==> src/sv/short_message_hash32_defines.svh <==
// ---------------------------------------------------------------------------
// short_message_hash32_defines.svh
// Assertion macros used by the short message hash pipeline control.
// ---------------------------------------------------------------------------
`ifndef SHORT_MESSAGE_HASH32_DEFINES_SVH
`define SHORT_MESSAGE_HASH32_DEFINES_SVH

`ifndef SYNTHESIS

// Condition that must hold at every rising clock edge outside reset.
`define SHM_ASSERT_HOLDS(lbl, cond, msg) \
    lbl: assert property (@(posedge clk) disable iff (!rst_n) (cond)) else $error(msg);

// Condition in one cycle that implies another in the next cycle.
`define SHM_ASSERT_NEXT(lbl, pre, post, msg) \
    lbl: assert property (@(posedge clk) disable iff (!rst_n) (pre) |=> (post)) \
        else $error(msg);

`else

`define SHM_ASSERT_HOLDS(lbl, cond, msg)
`define SHM_ASSERT_NEXT(lbl, pre, post, msg)

`endif

`endif

==> src/sv/shm32_pkg.sv <==
// ---------------------------------------------------------------------------
// shm32_pkg
// Constants, types and mixing functions of the short message hash.
// ---------------------------------------------------------------------------
`default_nettype none

package shm32_pkg;

    // Register stages from the input registers to the output register.
    localparam int NumStages = 9;

    localparam logic [31:0] MixC1  = 32'hcc9e2d51;
    localparam logic [31:0] MixC2  = 32'h1b873593;
    localparam logic [31:0] FinC1  = 32'h85ebca6b;
    localparam logic [31:0] FinC2  = 32'hc2b2ae35;
    localparam logic [31:0] MixAdd = 32'he6546b64;
    localparam logic [31:0] SeedC  = 32'd9;

    localparam logic [3:0] LenMin = 4'd5;
    localparam logic [3:0] LenMax = 4'd12;
    localparam logic [3:0] LenHalfSplit = 4'd8;

    typedef logic [NumStages-1:0] stage_vec_t;

    typedef struct packed {
        stage_vec_t en;
        stage_vec_t vld;
    } pipe_ctrl_t;

    function automatic logic [31:0] rotr17(input logic [31:0] v);
        return {v[16:0], v[31:17]};
    endfunction

    function automatic logic [31:0] rotr19(input logic [31:0] v);
        return {v[18:0], v[31:19]};
    endfunction

    // One Murmur3 combining step after the key has been premixed.
    function automatic logic [31:0] mix_round(input logic [31:0] h, input logic [31:0] k);
        logic [31:0] t;
        t = rotr19(h ^ k);
        return t + {t[29:0], 2'b00} + MixAdd;
    endfunction

endpackage

`default_nettype wire

==> src/sv/shm32_ctrl.sv <==
// ---------------------------------------------------------------------------
// shm32_ctrl
// Valid bits and per-stage load enables of the hash pipeline.
// ---------------------------------------------------------------------------
`default_nettype none
`include "short_message_hash32_defines.svh"

module shm32_ctrl
    import shm32_pkg::*;
(
    input  wire logic clk,
    input  wire logic rst_n,
    input  wire logic in_valid,
    input  wire logic out_stall,
    output pipe_ctrl_t ctrl
);

    stage_vec_t vld_reg;
    stage_vec_t vld_next;
    stage_vec_t en;

    // A stage loads when it is empty or when the stage after it loads,
    // so bubbles close up while the output is stalled.
    always_comb
    begin
        en[NumStages-1] = !vld_reg[NumStages-1] || !out_stall;
        for (int k = NumStages - 2; k >= 0; k--)
        begin
            en[k] = !vld_reg[k] || en[k+1];
        end
    end

    always_comb
    begin
        vld_next = vld_reg;
        if (en[0])
        begin
            vld_next[0] = in_valid;
        end
        for (int k = 1; k < NumStages; k++)
        begin
            if (en[k])
            begin
                vld_next[k] = vld_reg[k-1];
            end
        end
    end

    always_ff @(posedge clk or negedge rst_n)
    begin
        if (!rst_n)
        begin
            vld_reg <= '0;
        end
        else
        begin
            vld_reg <= vld_next;
        end
    end

    assign ctrl.en  = en;
    assign ctrl.vld = vld_reg;

    `SHM_ASSERT_HOLDS(a_stall_only_full, en[0] || (&vld_reg), "input stalled with a bubble in the pipe")
    `SHM_ASSERT_NEXT(a_accept_lands, in_valid && en[0], vld_reg[0], "accepted beat not in first stage")
    `SHM_ASSERT_NEXT(a_last_held, vld_reg[NumStages-1] && out_stall, vld_reg[NumStages-1], "stalled result dropped")
    `SHM_ASSERT_NEXT(a_advance_lands, vld_reg[NumStages-2] && en[NumStages-1], vld_reg[NumStages-1], "beat lost entering output stage")

endmodule

`default_nettype wire

==> config.mk <==
export PLATFORM = sky130hd
export DESIGN_NAME = shm32_ctrl
export DESIGN_NICKNAME = d
export VERILOG_FILES = /design/src/sv/shm32_pkg.sv /design/src/sv/shm32_ctrl.sv
export VERILOG_INCLUDE_DIRS = /design/src /design/src/sv
export SDC_FILE = /design/constraint.sdc
export NUM_CORES = 1
export LEC_CHECK = 0
export BUFFER_PORTS_ARGS = -buffer_cell sky130_fd_sc_hd__buf_2
export CORE_AREA = 2 2 39 41
export DETAILED_ROUTE_END_ITERATION = 7
export DIE_AREA = 0 0 41 43
export PLACE_DENSITY = 0.68
export SLEW_MARGIN = 20
export SYNTH_ARGS = -nofsm -noshare
export SYNTH_HDL_FRONTEND = slang
export SYNTH_SLANG_ARGS = --single-unit
export TNS_END_PERCENT = 100
==> constraint.sdc <==
create_clock -name clk -period 1.2 [get_ports clk]
set_input_delay 0.18 -clock clk [delete_from_list [all_inputs] [get_ports clk]]
set_output_delay 0.18 -clock clk [all_outputs]
set_load 0.02 [all_outputs]
==> results of run 1 <==
worst register-to-register path, cell delays in order (launching register included):
cell,delay (ns)
dfrtp_2,0.40
buf_4,0.14
and4_4,0.20
buf_4,0.14
a41o_1,0.22
per-layer routing:
metal  GRT usage [%]  vias up  wire [microns]
met1            16.8      175             435
met5               0        -               0
met3            3.14        0              46
met2            17.5       11             496
met4            8.00        0               0
li1                -      187               -
repair_timing:
action / 4_1_cts / 5_1_grt
endpoints found under the hold margin: 9 / 0
gates resized for setup: 16 / 1
cloned: 1 / 0
endpoints found under the setup margin: 7 / 11
pin swaps: 2 / 1
setup buffers: 5 / 1
hold buffers: 1 / 0
final cells by class:
| type | instances | area (sq um) |
|---|---|---|
| Timing Repair Buffer | 31 | 233 |
| Inverter | 1 | 3.75 |
| Clock buffer | 4 | 26.3 |
| Sequential cell | 9 | 230 |
| Tap cell | 16 | 20.0 |
| Multi-Input combinational cell | 20 | 151 |
| Fill cell | 139 | 719 |
synth_stat cells:
master    count
inv_1         1
and4_1        1
buf_4         1
buf_6         2
nand2b_1      2
nand2_1       3
nand4_1       2
dfrtp_1       9
a21o_1        2
a31o_1        2
nand3_1       3
or2_1         1
a41o_1        2
and4_4        1
power by group through the flow:
stage	sequential (mW)	clock (mW)	combinational, mW
floorplan	0.491	0	0.217
global placement	0.401	0	0.434
detailed placement	0.401	0	0.438
CTS	0.390	0.236	0.570
global route	0.401	0.252	0.650
finish	0.393	0.228	0.607
logic make-up after synthesis:
family	share of synthesized area, %
flip-flops	57.9
buffers and inverters	8.68
AO/OA/AOI/OAI	13.5
AND/OR/NAND/NOR	19.9
path summary, 6_finish.rpt:
| check | start | end | cells past startpoint |
|---|---|---|---|
| hold reg to reg | vld_reg[0] | vld_reg[1] | 1 |
| hold / removal | in_valid | vld_reg[0] | 2 |
| setup reg to reg | vld_reg[6] | vld_reg[3] | 4 |
| min in group asynchronous | rst_n | vld_reg[6] | 2 |
| setup / recovery | vld_reg[8] | ctrl[12] | 3 |
| max in group asynchronous | rst_n | vld_reg[7] | 2 |
stage by stage:
step	power, mW	cells	hold WS (ns)	setup TNS (ns)	instance area, sq um
final	1.23	81	0.109	-0.645	664
after global routing	1.30	81	0.113	-1.12	664
after CTS	1.20	80	0.106	-0.750	641
after detailed placement	0.839	69	0.0334	0	512
after global placement	0.835	69	0.0378	0	512
after floorplan	0.708	32	-0.116	-0.193	394
==> reports/qor.yml, run 1 <==
pin_count: 22
cts_tree: "yes"
antenna_left: 0
area_growth_pct: 70.7
largest_register_ffs: 9
layout_commonest_cell: "buf_2"
critPathBufInv: 1
required_ns: 1.02
cpPeakStageDelay_ns: 0.35
worstPathArrival_ns: 1.14
grt_overflow: 0
powerDensity_mw_per_mm2: 1850
setup_viol: 8
p_int_mw: 0.778
mostFrequentLayoutCells: "15 x buf_2, 8 x buf_4, 6 x buf_6, 5 x dfrtp_1, 4 x dfrtp_2"
startpoint_type: "flop"
ys_ff_latch: 9
n_antenna_cell: 0
numPortBuffers: 21
num_vias: 373
setup_ws_ns: -0.124
row_count: 14
track_usage_pct: 12.6
path_clk_slew_ns: 0.06
nNetsFinal: 70
worst-path-max-fanout: 7
seq_area_frac_synth_pct: 57.9
fmax_mhz: 755
slew-limit-headroom_pct: 87.2
endpoint_kind: "output port"
cts_buffers: 3
cts_buffer_depth: 2
drive_gt1_share_pct: 64.6
leakagePower_nw: 0.310
violations: "setup timing"
ys_warn_count: 0
final-hold-violation-count: 0
antenna_found_initial: 0
cts_root_buffer: "clkbuf_4"
wl_microns: 977
netlist.area_leader.share_pct: 57.9
start_util_pct: 28.1
yosys-top-cells-area: "dfrtp_1 58%, buf_6 5.8%, a41o_1 5.1%"
grt_first_pass_wirelength_mm: 1.45
synth_largest_area_cell: "dfrtp_1"
switching_share_pct: 36.7
coreArea_sq_mm: 0.00138
finalMaxSlewViolations: 0
r2r_slack_ns: 0
syn_avg_cell_area_sq_um: 12.2
worst_slew_pin_slew_ns: 0.192
min_period_ns: 1.32
clk-insertion-delay-late_ns: 0.26
grt_start_max_net_pins: 10
syn-cell-area_sq_um: 389
rsz0062_at_grt: "yes"
status: "finished with violations"
p_sw_mw: 0.450
syn_inst: 32
crit_type: "flop to output port"
drc: 0
skew_ns: 0.00352
place.gp.congestion: 0.630
die_x_microns: 41
place_ws_ns: 0.0610
drt_first_iter_violations: 2
post_drt_wl_per_cell_microns: 12.1
syn_nets: 36
dp_hpwl_microns: 588
die_area_sq_mm: 0.00176
ys_types: 14
p_seq_share_pct: 32.0
cp_cell_sequence: "and4_4 -> nand4_1 -> buf_6"
clkPwrFrac_pct: 18.6
power_frac_comb_pct: 49.5
cts_sinks: 9
hold_class: "input port to flop"
dr.pass1.iters: 3
htreeDepth: 1
ir_worst_vdd_mv: 0.874
avgViaCountPerCell: 4.60
critPathSlowestCell: "dfrtp_2"
fp.dieH_microns: 43
grt_pass1_vias: 341
crit_family: "simple AND/OR/NAND/NOR gates"
drv_cap: 0
period_share_pct: 110
fin_util_pct: 48.0
(Power assumes the default switching activity.)
==> run 2, diff against run 1 <==
--- a/config.mk
+++ b/config.mk
@@ -7,10 +7,11 @@
 export NUM_CORES = 1
 export LEC_CHECK = 0
 export BUFFER_PORTS_ARGS = -buffer_cell sky130_fd_sc_hd__buf_2
-export CORE_AREA = 2 2 39 41
+export CELL_PAD_IN_SITES_DETAIL_PLACEMENT = 0
+export CELL_PAD_IN_SITES_GLOBAL_PLACEMENT = 1
+export CORE_UTILIZATION = 29
 export DETAILED_ROUTE_END_ITERATION = 7
-export DIE_AREA = 0 0 41 43
-export PLACE_DENSITY = 0.68
+export PLACE_DENSITY = 0.83
 export SLEW_MARGIN = 20
 export SYNTH_ARGS = -nofsm -noshare
 export SYNTH_HDL_FRONTEND = slang
==> run 2 against run 1 <==
The flow still finishes with violations (setup timing). Highest routed layer unchanged. Die area shrank 15%. Via count up 0.80%. Hold slack gained 0.0079 ns. Largest power group unchanged. Power is 3.2% lower. Utilization increased by 6.5 points. Wire length increased by 3.1%. Combinational power fell by 7.4%.
==> reports/qor.yml, run 2 (synthesis results as in run 1) <==
status: "finished with violations"  # unchanged
violations: "setup timing"  # unchanged
numPortBuffers: 21  # unchanged
r2r_end: "vld_reg[1]"  # was vld_reg[3]
rr_worst_depth: 4  # unchanged
slew-limit-headroom_pct: 86.4  # was 87.2%
grt_overflow: 0  # unchanged
p_seq_share_pct: 33.3  # was 32.0%
r2r_start: "vld_reg[7]"  # was vld_reg[6]
setup_ws_ns: -0.144  # was -0.124 ns
p_int_mw: 0.742  # was 0.778 mW
p_sw_mw: 0.446  # was 0.450 mW
path_clk_slew_ns: 0.06  # about the same
nNetsFinal: 68  # was 70
place_ws_ns: 0.0752  # was 0.0610 ns
grt_first_pass_wirelength_mm: 1.57  # was 1.45 mm
grt_start_max_net_pins: 10  # unchanged
area_growth_pct: 64.0  # was 70.7%
cp_cell_sequence: "and4_4 -> nand4_1 -> buf_4"  # was and4_4 -> nand4_1 -> buf_6
cts_buffer_depth: 2  # unchanged
wl_met2_microns: 488  # was 496 microns
multi_input_area_sq_um: 156  # was 151 sq um
die_x_microns: 38.6  # was 41 microns
layout_commonest_cell: "buf_2"  # unchanged
worstHoldStart: "in_valid"  # unchanged
place.gp.congestion: 0.700  # was 0.630
largest_register_ffs: 9  # unchanged
required_ns: 1.02  # about the same
fin_util_pct: 54.5  # was 48.0%
drt_first_iter_violations: 6  # was 2
endpoint_kind: "output port"  # unchanged
startpoint_type: "flop"  # unchanged
seq_area_sq_um: 230  # unchanged
track_usage_pct: 16.3  # was 12.6%
route.top_layer_used: "met3"  # unchanged
final-hold-violation-count: 0  # unchanged
antenna_found_initial: 0  # unchanged
placed_area_sq_um: 509  # was 512 sq um
cts_buffers: 3  # unchanged
met1_length_microns: 447  # was 435 microns
avgViaCountPerCell: 4.88  # was 4.60
min_period_ns: 1.34  # was 1.32 ns
startpoint: "vld_reg[7]"  # was vld_reg[8]
ir_worst_vdd_mv: 0.995  # was 0.874 mV
stdcell_area_sq_um: 638  # was 664 sq um
period_share_pct: 112  # was 110%
power_frac_comb_pct: 47.3  # was 49.5%
finalMaxSlewViolations: 0  # unchanged
crit_type: "flop to output port"  # unchanged
worst-path-max-fanout: 7  # unchanged
n_antenna_cell: 0  # unchanged
worst_slew_pin_slew_ns: 0.205  # was 0.192 ns
post_drt_wl_per_cell_microns: 13.1  # was 12.1 microns
cts_tree: "yes"  # unchanged
min_path_cells: 2  # unchanged
leakagePower_nw: 0.298  # was 0.310 nW
start_util_pct: 33.2  # was 28.1%
pin_count: 22  # unchanged
hold_path_end: "vld_reg[0]"  # unchanged
r2r_slack_ns: 0.03  # was 0 ns
setup_viol: 7  # was 8
fmax_mhz: 744  # was 755 MHz
dr_wl_met3_microns: 70  # was 46 microns
cpPeakStageDelay_ns: 0.36  # was 0.35 ns
coreArea_sq_mm: 0.00117  # was 0.00138 sq mm
mostFrequentLayoutCells: "14 x buf_2, 9 x buf_4, 5 x buf_6, 5 x dfrtp_1, 4 x dfrtp_2"  # was 15 x buf_2, 8 x buf_4, 6 x buf_6, 5 x dfrtp_1, 4 x dfrtp_2
switching_share_pct: 37.6  # was 36.7%
hold_class: "input port to flop"  # unchanged
critPathSlowestCell: "dfrtp_2"  # unchanged
num_vias: 376  # was 373
row_count: 12  # was 14
worstPathArrival_ns: 1.16  # was 1.14 ns
drc: 0  # unchanged
total_power_mw: 1.19  # was 1.23 mW
wl_mm: 1.01  # was 977 microns
powerDensity_mw_per_mm2: 1860  # was 1850 mW/mm^2
clk-insertion-delay-late_ns: 0.26  # about the same
rsz0062_at_grt: "yes"  # unchanged
cts_root_buffer: "clkbuf_4"  # unchanged
skew_ns: 0.00579  # was 0.00352 ns
clkPwrFrac_pct: 19.5  # was 18.6%
die_area_sq_mm: 0.00149  # was 0.00176 sq mm
drv_cap: 0  # unchanged
cts_sinks: 9  # unchanged
drive_gt1_share_pct: 63.5  # was 64.6%
grt_pass1_vias: 359  # was 341
antenna_left: 0  # unchanged
dr.pass1.iters: 3  # unchanged
htreeDepth: 1  # unchanged
holdWs_ns: 0.117  # was 0.109 ns
dp_hpwl_microns: 523  # was 588 microns
fp.dieH_microns: 38.6  # was 43 microns
fillers: 110  # was 139
run 2: power groups by stage:
stage	sequential, mW	clock (mW)	combinational, mW
after global routing	0.401	0.267	0.601
after floorplan	0.491	0	0.217
after CTS	0.395	0.245	0.555
after global placement	0.402	0	0.431
final	0.395	0.231	0.562
after detailed placement	0.401	0	0.430
run 2: worst max-delay path by stage:
stage / to / depth (start not counted)
after floorplan: ctrl[12] / 4
after global placement: ctrl[9] / 3
after detailed placement: ctrl[9] / 3
after CTS: ctrl[9] / 3
after global routing: ctrl[12] / 3
final: ctrl[9] / 3
run 2: metal layers:
layer	GRT usage, %	vias to the layer above
met4	5.17	0
met5	0	-
met2	25.0	16
met3	8.67	0
met1	19.6	177
li1	-	183
run 2: critical path: cells and delay by family, from the launching register on:
kind | cells | cell delay [ns]
AND/OR/NAND/NOR | 2 | 0.37
flip-flops | 1 | 0.36
buffers and inverters | 1 | 0.17
run 2: metrics by stage:
step | cells | TNS [ns]
2_1_floorplan | 32 | -0.193
3_3_place_gp | 67 | 0
3_5_place_dp | 67 | 0
4_1_cts | 77 | -0.796
5_1_grt | 77 | -1.10
6_report | 77 | -0.730
run 2: what timing repair did:
action	in CTS	in global routing
hold buffers	1	0
gates resized for setup	17	1
pin swaps	4	1
setup buffers	4	0
endpoints found under the hold margin	9	0
endpoints found under the setup margin	7	9
cloned	1	0
run 2: layout make-up:
cell class / instances / area share, %
Sequential cell: 9 / 36.1
Timing Repair Buffer: 29 / 32.0
Multi-Input combinational cell: 20 / 24.5
Clock buffer: 4 / 4.12
Tap cell: 14 / 2.75
Inverter: 1 / 0.588
